## config.mk

```make
export PLATFORM = sky130hd
export DESIGN_NAME = ip_packet_checksum_top_flat
export DESIGN_NICKNAME = d
export VERILOG_FILES = /design/src/sv/ipc_pkg.sv /design/src/sv/ipc_ifs.sv /design/src/sv/ip_packet_checksum_top.sv /design/src/flat_wrapper.sv
export VERILOG_INCLUDE_DIRS = /design/src /design/src/sv
export SDC_FILE = /design/constraint.sdc
export NUM_CORES = 1
export LEC_CHECK = 0
export ABC_CLOCK_PERIOD_IN_PS = 19800
export BUFFER_PORTS_ARGS = -buffer_cell sky130_fd_sc_hd__buf_2
export CORE_AREA = 2 2 156 158
export CTS_BUF_LIST = sky130_fd_sc_hd__clkbuf_8
export CTS_CLUSTER_SIZE = 10
export DETAILED_ROUTE_END_ITERATION = 6
export DIE_AREA = 0 0 158 160
export PLACE_DENSITY = 0.77
export REMOVE_ABC_BUFFERS = 1
export SETUP_SLACK_MARGIN = 0.05
export SLEW_MARGIN = 40
export SYNTH_ARGS = -nofsm -noshare
export SYNTH_HDL_FRONTEND = slang
export SYNTH_SLANG_ARGS = --single-unit
```

## constraint.sdc

```tcl
create_clock -name clk -period 19.8 [get_ports clk]
set_input_delay 1.98 -clock clk [delete_from_list [all_inputs] [get_ports clk]]
set_output_delay 1.98 -clock clk [all_outputs]
set_load 0.02 [all_outputs]
```

## src/sv/ip_packet_checksum_top_defines.svh

```systemverilog
// Assertion macros shared by the checksum block; clocked on clk, disabled in reset.
`ifndef IP_PACKET_CHECKSUM_TOP_DEFINES_SVH
`define IP_PACKET_CHECKSUM_TOP_DEFINES_SVH

// Same-cycle implication.
`define IPC_ASSERT_IMP(label, ante, cons, msg) \
	label: assert property (@(posedge clk) disable iff (!arst_n) (ante) |-> (cons)) \
		else $error(msg);

// Next-cycle implication.
`define IPC_ASSERT_NXT(label, ante, cons, msg) \
	label: assert property (@(posedge clk) disable iff (!arst_n) (ante) |=> (cons)) \
		else $error(msg);

`endif

```

## src/sv/ipc_pkg.sv

```systemverilog
// Types, constants and the ones' complement adder of the IP checksum block.
`timescale 1ns / 1ps

package ipc_pkg;

	localparam int unsigned CFG_IDX_W  = 8;
	localparam int unsigned CFG_DATA_W = 8;

	localparam logic [CFG_IDX_W-1:0] CFG_IPV6_MODE   = 8'd0;
	localparam logic [CFG_IDX_W-1:0] CFG_UPPER_MODE  = 8'd1;
	localparam logic [CFG_IDX_W-1:0] CFG_PROTOCOL    = 8'd2;
	localparam logic [CFG_IDX_W-1:0] CFG_EXT_HDR     = 8'd3;

	localparam logic [15:0] HDR_V4     = 16'd20;
	localparam logic [15:0] HDR_V6     = 16'd40;
	localparam logic [15:0] LEN_HI_V4  = 16'd2;
	localparam logic [15:0] LEN_HI_V6  = 16'd4;
	localparam logic [15:0] ADDR_LO_V4 = 16'd12;
	localparam logic [15:0] ADDR_LO_V6 = 16'd8;
	localparam logic [15:0] OFFSET_MAX = 16'hffff;
	localparam logic [15:0] SUM_ZERO_MAP = 16'hffff;

	typedef enum logic [1:0] {
		ST_OK      = 2'd0,
		ST_SHORT   = 2'd1,
		ST_BAD_LEN = 2'd2
	} status_t;

	// 16-bit add with end-around carry
	function automatic logic [15:0] oc_add(input logic [15:0] a, input logic [15:0] b);
		logic [16:0] s;
		s = {1'b0, a} + {1'b0, b};
		return s[15:0] + {15'd0, s[16]};
	endfunction

endpackage

```

## src/sv/ipc_ifs.sv

```systemverilog
// Valid/ready channel interfaces: packet bytes in, results out, register writes.
`timescale 1ns / 1ps

interface ipc_in_if;
	logic       valid;
	logic       ready;
	logic [7:0] data_byte;
	logic       eop;

	modport source (output valid, output data_byte, output eop, input ready);
	modport sink   (input valid, input data_byte, input eop, output ready);
endinterface

interface ipc_out_if;
	logic        valid;
	logic        ready;
	logic [15:0] checksum;
	logic [1:0]  status;

	modport source (output valid, output checksum, output status, input ready);
	modport sink   (input valid, input checksum, input status, output ready);
endinterface

interface ipc_cfg_if;
	logic       valid;
	logic       ready;
	logic [7:0] index;
	logic [7:0] data;

	modport source (output valid, output index, output data, input ready);
	modport sink   (input valid, input index, input data, output ready);
endinterface

```

## src/sv/ip_packet_checksum_top.sv

```systemverilog
// Streaming IP header / pseudo-header checksum engine, one packet byte per transfer.
// Path: a transferred byte is held in the input register, then folded into the sum; for the
//   last byte the result register loads instead (two-stage path).
// Throughput: one byte per cycle, set by the single input register and the sum update;
//   a last byte waits in the input register only while an older result is held untaken.
// Reset (arst_n low, asynchronous): registers return to ipv6_mode=1, upper_layer_mode=1,
//   protocol=6, ext_header_bytes=0; packet state and both stages are emptied at once.
`timescale 1ns / 1ps
`include "ip_packet_checksum_top_defines.svh"

module ip_packet_checksum_top import ipc_pkg::*; (
	input logic        clk,
	input logic        arst_n,
	ipc_cfg_if.sink    cfg,
	ipc_in_if.sink     pkt,
	ipc_out_if.source  res
);

	// ---------------------------------------------------------------------------
	// Configuration registers. Writes are always taken; unknown indexes drop.
	// ---------------------------------------------------------------------------
	logic       ipv6_mode_q;
	logic       upper_mode_q;
	logic [7:0] protocol_q;
	logic [7:0] ext_hdr_q;

	assign cfg.ready = 1'b1;

	always_ff @(posedge clk or negedge arst_n) begin
		if (!arst_n) begin
			ipv6_mode_q  <= 1'b1;
			upper_mode_q <= 1'b1;
			protocol_q   <= 8'd6;
			ext_hdr_q    <= 8'd0;
		end else if (cfg.valid) begin
			unique case (cfg.index)
				CFG_IPV6_MODE:  ipv6_mode_q  <= cfg.data[0];
				CFG_UPPER_MODE: upper_mode_q <= cfg.data[0];
				CFG_PROTOCOL:   protocol_q   <= cfg.data;
				CFG_EXT_HDR:    ext_hdr_q    <= cfg.data;
				default: ;
			endcase
		end
	end

	// ---------------------------------------------------------------------------
	// Stage 1: input register. It advances every cycle unless it holds a last
	// byte and the result register is still occupied by an untaken result.
	// ---------------------------------------------------------------------------
	logic       valid_s1;
	logic [7:0] byte_s1;
	logic       last_s1;
	logic       advance;

	logic        out_valid_q;
	logic [15:0] out_checksum_q;
	logic [1:0]  out_status_q;

	assign advance   = valid_s1 && (!last_s1 || !out_valid_q || res.ready);
	assign pkt.ready = !valid_s1 || advance;

	always_ff @(posedge clk or negedge arst_n) begin
		if (!arst_n) begin
			valid_s1 <= 1'b0;
		end else if (pkt.ready) begin
			valid_s1 <= pkt.valid;
		end
	end

	always_ff @(posedge clk) begin
		if (pkt.valid && pkt.ready) begin
			byte_s1 <= pkt.data_byte;
			last_s1 <= pkt.eop;
		end
	end

	// ---------------------------------------------------------------------------
	// Packet state.
	// ---------------------------------------------------------------------------
	logic [15:0] sum_q;
	logic [15:0] offset_q;
	logic [7:0]  held_q;
	logic        pending_q;
	logic [15:0] plen_q;
	logic        len_bad_q;

	logic [15:0] sum_nx;
	logic [15:0] offset_nx;
	logic [7:0]  held_nx;
	logic        pending_nx;
	logic [15:0] plen_nx;
	logic        len_bad_nx;

	// Layout of the current mode.
	logic [15:0] hdr;
	logic [15:0] len_hi;
	logic [15:0] addr_lo;
	logic [15:0] pstart;
	logic [16:0] region_end;
	logic [16:0] region_end_nx;
	logic [15:0] raw_len;
	logic [15:0] len_sub;
	logic        in_range;
	logic        feed_hdr;
	logic        feed_pay;
	logic        pad_last;
	status_t     status_nx;
	logic [15:0] checksum_nx;

	assign hdr     = ipv6_mode_q ? HDR_V6 : HDR_V4;
	assign len_hi  = ipv6_mode_q ? LEN_HI_V6 : LEN_HI_V4;
	assign addr_lo = ipv6_mode_q ? ADDR_LO_V6 : ADDR_LO_V4;
	assign pstart  = hdr + (ipv6_mode_q ? {8'd0, ext_hdr_q} : 16'd0);

	// Payload bound from the stored length; in upper-layer mode the length bytes never feed.
	assign region_end    = {1'b0, pstart} + {1'b0, plen_q};
	assign region_end_nx = {1'b0, pstart} + {1'b0, plen_nx};

	assign raw_len  = {plen_q[15:8], byte_s1};
	assign len_sub  = ipv6_mode_q ? {8'd0, ext_hdr_q} : HDR_V4;
	assign in_range = (offset_q != OFFSET_MAX);

	// Header mode sums the fixed header; upper-layer mode sums the addresses.
	assign feed_hdr = in_range && (upper_mode_q
		? (offset_q >= addr_lo && offset_q < hdr)
		: (offset_q < hdr));
	assign feed_pay = in_range && upper_mode_q
		&& ({1'b0, offset_q} >= {1'b0, pstart}) && ({1'b0, offset_q} < region_end);
	// Final payload byte: an odd one goes out padded with a zero low byte.
	assign pad_last = feed_pay && ({1'b0, offset_q} == region_end - 17'd1);

	always_comb begin
		sum_nx     = sum_q;
		offset_nx  = offset_q;
		held_nx    = held_q;
		pending_nx = pending_q;
		plen_nx    = plen_q;
		len_bad_nx = len_bad_q;

		if (in_range) begin
			offset_nx = offset_q + 16'd1;
		end

		// Length field: high byte, then low byte with the pseudo-header words.
		if (in_range && upper_mode_q) begin
			if (offset_q == len_hi) begin
				plen_nx = {byte_s1, 8'd0};
			end else if (offset_q == len_hi + 16'd1) begin
				if (raw_len < len_sub) begin
					len_bad_nx = 1'b1;
					plen_nx    = 16'd0;
				end else begin
					plen_nx = raw_len - len_sub;
				end
				sum_nx = oc_add(oc_add(sum_q, plen_nx), {8'd0, protocol_q});
			end
		end

		// Pair bytes big-endian; a full word goes into the sum.
		if (feed_hdr || feed_pay) begin
			if (pending_q) begin
				sum_nx     = oc_add(sum_q, {held_q, byte_s1});
				pending_nx = 1'b0;
			end else if (pad_last) begin
				sum_nx = oc_add(sum_q, {byte_s1, 8'd0});
			end else begin
				held_nx    = byte_s1;
				pending_nx = 1'b1;
			end
		end
	end

	// Status from the state this byte leaves behind.
	always_comb begin
		if (!upper_mode_q) begin
			status_nx = (offset_nx < hdr) ? ST_SHORT : ST_OK;
		end else if (offset_nx < len_hi + 16'd2) begin
			status_nx = ST_SHORT;
		end else if (len_bad_nx) begin
			status_nx = ST_BAD_LEN;
		end else if ({1'b0, offset_nx} < region_end_nx) begin
			status_nx = ST_SHORT;
		end else begin
			status_nx = ST_OK;
		end
	end

	// A zero sum reads as all ones; any error zeroes the checksum.
	assign checksum_nx = (status_nx != ST_OK) ? 16'd0
		: ((sum_nx == 16'd0) ? SUM_ZERO_MAP : sum_nx);

	// Advance the packet state; the last byte clears it for the next packet.
	always_ff @(posedge clk or negedge arst_n) begin
		if (!arst_n) begin
			sum_q     <= '0;
			offset_q  <= '0;
			held_q    <= '0;
			pending_q <= 1'b0;
			plen_q    <= '0;
			len_bad_q <= 1'b0;
		end else if (advance) begin
			if (last_s1) begin
				sum_q     <= '0;
				offset_q  <= '0;
				held_q    <= '0;
				pending_q <= 1'b0;
				plen_q    <= '0;
				len_bad_q <= 1'b0;
			end else begin
				sum_q     <= sum_nx;
				offset_q  <= offset_nx;
				held_q    <= held_nx;
				pending_q <= pending_nx;
				plen_q    <= plen_nx;
				len_bad_q <= len_bad_nx;
			end
		end
	end

	// ---------------------------------------------------------------------------
	// Result register: loads on a last byte, drops once the transfer completes.
	// ---------------------------------------------------------------------------
	always_ff @(posedge clk or negedge arst_n) begin
		if (!arst_n) begin
			out_valid_q <= 1'b0;
		end else if (advance && last_s1) begin
			out_valid_q <= 1'b1;
		end else if (res.ready) begin
			out_valid_q <= 1'b0;
		end
	end

	always_ff @(posedge clk) begin
		if (advance && last_s1) begin
			out_checksum_q <= checksum_nx;
			out_status_q   <= status_nx;
		end
	end

	assign res.valid    = out_valid_q;
	assign res.checksum = out_checksum_q;
	assign res.status   = out_status_q;

	// ---------------------------------------------------------------------------
	// Assertions
	// ---------------------------------------------------------------------------
	`IPC_ASSERT_IMP(a_err_zero_sum, out_valid_q && out_status_q != ST_OK,
		out_checksum_q == 16'd0, "error result carries a nonzero checksum")
	`IPC_ASSERT_IMP(a_ok_nonzero, out_valid_q && out_status_q == ST_OK,
		out_checksum_q != 16'd0, "ok result carries a zero checksum")
	`IPC_ASSERT_NXT(a_clear_after_last, advance && last_s1,
		offset_q == 16'd0 && !pending_q && sum_q == 16'd0 && !len_bad_q,
		"packet state not cleared after last byte")
	`IPC_ASSERT_NXT(a_stall_holds_s1, valid_s1 && !advance,
		valid_s1 && last_s1 && $stable(byte_s1), "stalled input stage lost its byte")

endmodule
```

## src/flat_wrapper.sv

```systemverilog
// flat-port wrapper written by rule: the top's interface ports become plain ports
module ip_packet_checksum_top_flat import ipc_pkg::*;
  (clk, arst_n, cfg_valid, cfg_index, cfg_data, cfg_ready, pkt_valid, pkt_data_byte, pkt_eop, pkt_ready, res_valid, res_checksum, res_status, res_ready);
  ipc_cfg_if cfg_i ();
  ipc_in_if pkt_i ();
  ipc_out_if res_i ();
  input logic clk;
  input logic arst_n;
  input wire logic [$bits(cfg_i.valid)-1:0] cfg_valid;
  input wire logic [$bits(cfg_i.index)-1:0] cfg_index;
  input wire logic [$bits(cfg_i.data)-1:0] cfg_data;
  output wire logic [$bits(cfg_i.ready)-1:0] cfg_ready;
  input wire logic [$bits(pkt_i.valid)-1:0] pkt_valid;
  input wire logic [$bits(pkt_i.data_byte)-1:0] pkt_data_byte;
  input wire logic [$bits(pkt_i.eop)-1:0] pkt_eop;
  output wire logic [$bits(pkt_i.ready)-1:0] pkt_ready;
  output wire logic [$bits(res_i.valid)-1:0] res_valid;
  output wire logic [$bits(res_i.checksum)-1:0] res_checksum;
  output wire logic [$bits(res_i.status)-1:0] res_status;
  input wire logic [$bits(res_i.ready)-1:0] res_ready;
  assign cfg_i.valid = cfg_valid;
  assign cfg_i.index = cfg_index;
  assign cfg_i.data = cfg_data;
  assign cfg_ready = cfg_i.ready;
  assign pkt_i.valid = pkt_valid;
  assign pkt_i.data_byte = pkt_data_byte;
  assign pkt_i.eop = pkt_eop;
  assign pkt_ready = pkt_i.ready;
  assign res_valid = res_i.valid;
  assign res_checksum = res_i.checksum;
  assign res_status = res_i.status;
  assign res_i.ready = res_ready;
  ip_packet_checksum_top u_core (.clk(clk), .arst_n(arst_n), .cfg(cfg_i), .pkt(pkt_i), .res(res_i));
endmodule
```

==> results of run 1 <==
[path summary, 6_finish.rpt]
path | to | depth (start not counted)
max | u_core.res.checksum[13]$_SDFFCE_PP0P_ | 45
min reg2reg | u_core.held_q[6]$_DFFE_PN0P_ | 1
max in group asynchronous | u_core.protocol_q[7]$_DFFE_PN0P_ | 2
min in group asynchronous | u_core.sum_q[13]$_DFFE_PN0P_ | 1
min | u_core.held_q[6]$_DFFE_PN0P_ | 1
max reg2reg | u_core.res.checksum[13]$_SDFFCE_PP0P_ | 45
[cells in the mapped netlist (10+ instances only)]
cell type,n
mux2_2,19
nand4_1,25
nor4_1,15
o21a_1,25
nor3_1,36
edfxtp_1,27
a21o_1,36
a22o_1,42
dfrtp_1,74
a211oi_1,22
o21ai_0,81
a22oi_1,10
or3_1,12
nand2_1,133
inv_1,67
or4_1,13
a31oi_1,21
o31ai_1,18
nand3_1,47
clkbuf_1,49
xnor2_1,86
xor2_1,46
nand2b_1,15
nor2_1,119
and2_1,18
a21oi_1,89
ha_1,132
nor2b_1,17
o21bai_1,13
and3_1,23
[state kept, by name, summed over array words and instances (netlist names), 2 cells and up]
register             cells
u_core.offset_q         16
u_core.plen_q           16
u_core.res.checksum     16
u_core.sum_q            16
u_core.byte_s1           8
u_core.ext_hdr_q         8
u_core.held_q            8
u_core.protocol_q        8
u_core.res.status        2
[kinds of logic after synthesis]
group                      share of synthesized area [%]
AOI/OAI and AO/OA                                   26.2
other                                             0.0295
adders and majority gates                           14.1
DFF                                                 21.8
muxes                                               2.39
and+or+nand+nor                                     21.3
xor gates and xnor gates                            10.2
buffers and inverters                               4.08
[report_power, final]
group          internal, W  leakage, nW  switching, W
Clock            0.0000611        0.104     0.0000889
Sequential        0.000240         1.31     0.0000429
Combinational     0.000197         4.53      0.000331
[critical path, delay by kind of cell, from the launching register on]
kind | cells | cell delay, ps
XOR/XNOR | 1 | 170
AO/OA/AOI/OAI | 19 | 4680
buffers and inverters | 2 | 330
adder cells (fa/ha/maj) | 8 | 1960
AND/OR/NAND/NOR | 15 | 3270
flip-flops | 1 | 760
[cell type report]
class | instances | area share (%)
flip-flops and latches | 105 | 20.6
multi-input cells | 1304 | 70.2
repair buffers | 64 | 2.85
clock buffers | 9 | 0.920
inverters | 67 | 1.87
well taps | 324 | 3.01
clock inverters | 7 | 0.613
[through the flow]
stage | utilization, % | cell area [sq um]
detailed placement | 55.5 | 13200
floorplan | - | 12400
CTS | 56.4 | 13400
global placement | 55.5 | 13200
global route | 56.5 | 13500
finish | 56.5 | 13500
[per-layer routing]
layer,GRT usage [%],part of all wire [%]
met5,0,0
met2,47.0,42
met3,5.64,10
met1,48.3,44
met4,12.1,4.0
==> results.yml, run 1 <==
sta:
  fin_ws_ps: 8500
  whs_ps: 522
  slew_headroom_pct: 39.9
  max_freq_ghz: 0.0885
  slew_viol_final: 0
  period_needed_ps: 11300
  grt_setup_unrepaired: "no"
  tightest_slew_ps: 894
  skew_ps: 24.3
  hold_viol_final: 0
  tns_ps: 0
  min_period_over_period_pct: 57.0
  final-setup-viol-count: 0
route:
  drt-pass1-iter-count: 6
  drtIter0Drc: 1532
  wl_per_cell_microns: 21.7
  drtAntennaViolNets: 0
  num_vias: 12400
  drc: 0
  drt_wl_total_microns: 40800
  routed_via_density: 6.61
floorplanning:
  die-area_sq_um: 25300
  fp.dieH_microns: 160
  start_util_pct: 53.4
  chipWidth_microns: 158
  ios: 51
  placementRows: 57
  core_sq_um: 23800
finish:
  area_growth_pct: 5.88
  nNetsFinal: 1720
  multi_input_area_sq_um: 9450
  final_cells: 1880
  nFillCells: 2268
  diodes: 0
  ff_latch_area_sq_um: 2770
  most-common-layout-cells: "133 x nand2_1, 132 x ha_1, 118 x nor2_1"
  layout_commonest_cell: "nand2_1"
  drive_gt1_share_pct: 9.96
placed_design:
  placedCellCount: 1863
  io_buffers: 49
  dp_hpwl_microns: 32100
  place_ws_ps: 8830
  gp_congestion: 1.04
status:
  outcome: "finished clean"
worst_setup_path:
  slowest_stage: "dfstp_2"
  critPathMaxFanout: 18
  cp-startpoint: "u_core.ipv6_mode_q$_DFFE_PN1P_"
  cp_slowest_stage_delay_ps: 760
  critPathKind: "register to register"
  crit_arrival_ps: 11580
  end_kind: "register"
  ff2ff_setup_slack_ps: 8500
  cp.required_ps: 20090
  crit_top_cell: "ha_1"
  cp-start-kind: "register"
  worstReg2RegStart: "u_core.ipv6_mode_q$_DFFE_PN1P_"
yosys:
  synth-edff-count: 27
  yosys.cell_types.count: 98
  synth_area_per_cell_sq_um: 8.27
  synth_top_area_share_pct: 14.6
  syn_area_sq_um: 12700
  synth_flop_cell: "dfrtp_1"
  synthTopCellsByArea: "dfrtp_1 15%, ha_1 13%, edfxtp_1 6.4%, xnor2_1 5.9%, nand2_1 3.9%"
  synth_top_area_cell: "dfrtp_1"
  async_flop_share_pct: 74.3
  synth_seq_cells: 105
  yosysSeqAreaShare_pct: 21.8
  yosys_warnings: 0
  syn_inst: 1537
clock_tree:
  cts_buffers: 9
  cts_tree: "built"
  htree_levels: 3
  cts.clk_slew.worst_paths_ps: 130
  ctsResizeCount: 0
  post_cts_buffers: 0
  cts_hold_buffers: 0
  clk_path_buf_depth: 2
  insertion_delay_ps: 410
  cts_root_buffer: "clkbuf_8"
  clock-sinks: 105
global_routing:
  grt-ovfl-total: 0
  grt_usage_pct: 32.5
  grt_pass1_vias: 11500
  antenna_found_initial: 0
  grt_pass1_wl_microns: 64100
  grt_max_degree: 65
min_path:
  hold_path_class: "register to register"
  hp-start: "u_core.held_q[6]$_DFFE_PN0P_"
power_and_ir_drop:
  p_per_area_nw_per_um2: 71.3
  ir_worst_vdd_v: 0.0000556
  p_leak_nw: 5.94
  p_total_w: 0.000960
job:
  maxCapViolCount: 0
Power figures use the tool's default switching activity.
==> inputs of run 2 (changes only) <==
Settings changed: ABC_CLOCK_PERIOD_IN_PS 19800 to 9260, PLACE_DENSITY 0.77 to 0.8.
Clock period 19.8 ns to 9.26 ns, I/O delays scaled along.
==> results.yml, run 2 (same netlist as run 1, synthesis figures left out) <==
clock_tree:
  insertion_delay_ps: 410
  cts_root_buffer: "clkbuf_8"
  cts.clk_slew.worst_paths_ps: 140
  htree_levels: 3
  clk_path_buf_depth: 2
  cts_tree: "built"
  cts_buffers: 9
  clock-sinks: 105
finish:
  nFillCells: 2111
  most-common-layout-cells: "128 x nand2_1, 119 x ha_1, 112 x nor2_1"
  area_growth_pct: 14.1
  drive_gt1_share_pct: 18.4
  final_area_sq_um: 14500
  final_cells: 1958
  layout_commonest_cell: "nand2_1"
  diodes: 0
  nNetsFinal: 1798
sta:
  fin_ws_ps: 258
  skew_ps: 25.5
  grt_setup_unrepaired: "yes"
  hold_viol_final: 0
  slew_headroom_pct: 42.9
  tns_ps: 0
  period_needed_ps: 9000
  final-setup-viol-count: 0
  min_period_over_period_pct: 97.2
  max_freq_ghz: 0.111
  slew_viol_final: 0
  tightest_slew_ps: 856
placed_design:
  placedCellCount: 1919
  gp_congestion: 1.04
  io_buffers: 49
  place_ws_ps: -105
  dp_hpwl_microns: 32200
  dpl_cell_area_sq_um: 13700
floorplanning:
  ios: 51
  chipWidth_microns: 158
  fp.dieH_microns: 160
  core_sq_um: 23800
  start_util_pct: 53.4
  placementRows: 57
  die-area_sq_um: 25300
global_routing:
  grt_pass1_wl_microns: 64100
  grt_max_degree: 60
  grt-ovfl-total: 0
  grt_usage_pct: 32.4
  antenna_found_initial: 0
  grt_pass1_vias: 11700
worst_setup_path:
  crit_arrival_ps: 9260
  cp.required_ps: 9520
  end_kind: "register"
  cp_slowest_stage_delay_ps: 600
  critPathKind: "register to register"
  cp-start-kind: "register"
  crit_top_cell: "ha_4"
  slowest_stage: "dfstp_2"
  worstReg2RegStart: "u_core.ipv6_mode_q$_DFFE_PN1P_"
  critPathMaxFanout: 6
  cp-startpoint: "u_core.ipv6_mode_q$_DFFE_PN1P_"
route:
  drt-pass1-iter-count: 5
  drt_wl_total_microns: 42200
  drc: 0
  num_vias: 12800
  wl_per_cell_microns: 21.6
  drtAntennaViolNets: 0
  drtIter0Drc: 1400
  routed_via_density: 6.56
min_path:
  hold_path_class: "input port to asynchronous set/reset pin"
power_and_ir_drop:
  p_leak_nw: 6.38
  p_per_area_nw_per_um2: 151
  ir_worst_vdd_v: 0.000109
  p_total_w: 0.00220
status:
  outcome: "finished clean"
job:
  maxCapViolCount: 0
run 2: cell type report:
cell class / instances / area, sq um / share of cell area, %
clock inverter: 7 / 66.3 / 0.457
sequential: 105 / 2770 / 19.1
clock buffer: 9 / 124 / 0.854
inverter: 67 / 251 / 1.73
timing repair buffer: 142 / 996 / 6.86
tap: 324 / 405 / 2.79
multi-input combinational: 1304 / 9900 / 68.2
run 2: path summary, 6_finish.rpt:
check                                                   endpoint  slack, ps  depth (start not counted)
min                                 u_core.held_q[6]$_DFFE_PN0P_        380                          1
min reg2reg                      u_core.ext_hdr_q[0]$_DFFE_PN0P_        530                          1
max in group asynchronous       u_core.protocol_q[4]$_DFFE_PN0P_       7990                          2
max                        u_core.res.checksum[12]$_SDFFCE_PP0P_        260                         49
max reg2reg                u_core.res.checksum[12]$_SDFFCE_PP0P_        260                         49
min in group clk                 u_core.ext_hdr_q[0]$_DFFE_PN0P_        530                          1
run 2: report_power, final:
group,total [W],switching (W),internal [W]
Sequential,0.000598,0.0000854,0.000513
Combinational,0.00129,0.000779,0.000515
Clock,0.000304,0.000200,0.000105
Total,0.00220,0.00106,0.00113
run 2: routing by layer:
layer / share of wire (%) / up-vias / wire length [microns] / track usage [%]
met4: 3.8 / 0 / 1600 / 9.91
met3: 8.7 / 115 / 3660 / 4.21
met1: 43 / 6139 / 18200 / 47.3
met2: 45 / 658 / 18800 / 49.9
li1: - / 5927 / - / -
met5: 0 / - / 0 / 0
run 2: repair_timing:
| action | in CTS | in global routing |
|---|---|---|
| resized for setup | 10 | 86 |
| hold buffers | 0 | 0 |
| gates cloned | 0 | 1 |
| setup endpoints to repair | 15 | 22 |
| pin swaps | 2 | 42 |
| buffers inserted | 0 | 21 |
run 2: critical path, delay by kind of cell, from the launching register on:
| kind | cells | cell delay, ps |
|---|---|---|
| simple gates | 17 | 2670 |
| fa+ha+maj | 8 | 1470 |
| compound gates | 18 | 3170 |
| flops | 1 | 600 |
| buf+inv | 5 | 740 |
| xor+xnor | 1 | 210 |
run 2: through the flow:
stage	hold slack (ps)	utilization, %
2_1_floorplan	470	-
6_report	383	60.9
3_5_place_dp	497	57.3
4_1_cts	386	58.3
3_3_place_gp	479	57.3
5_1_grt	391	60.9
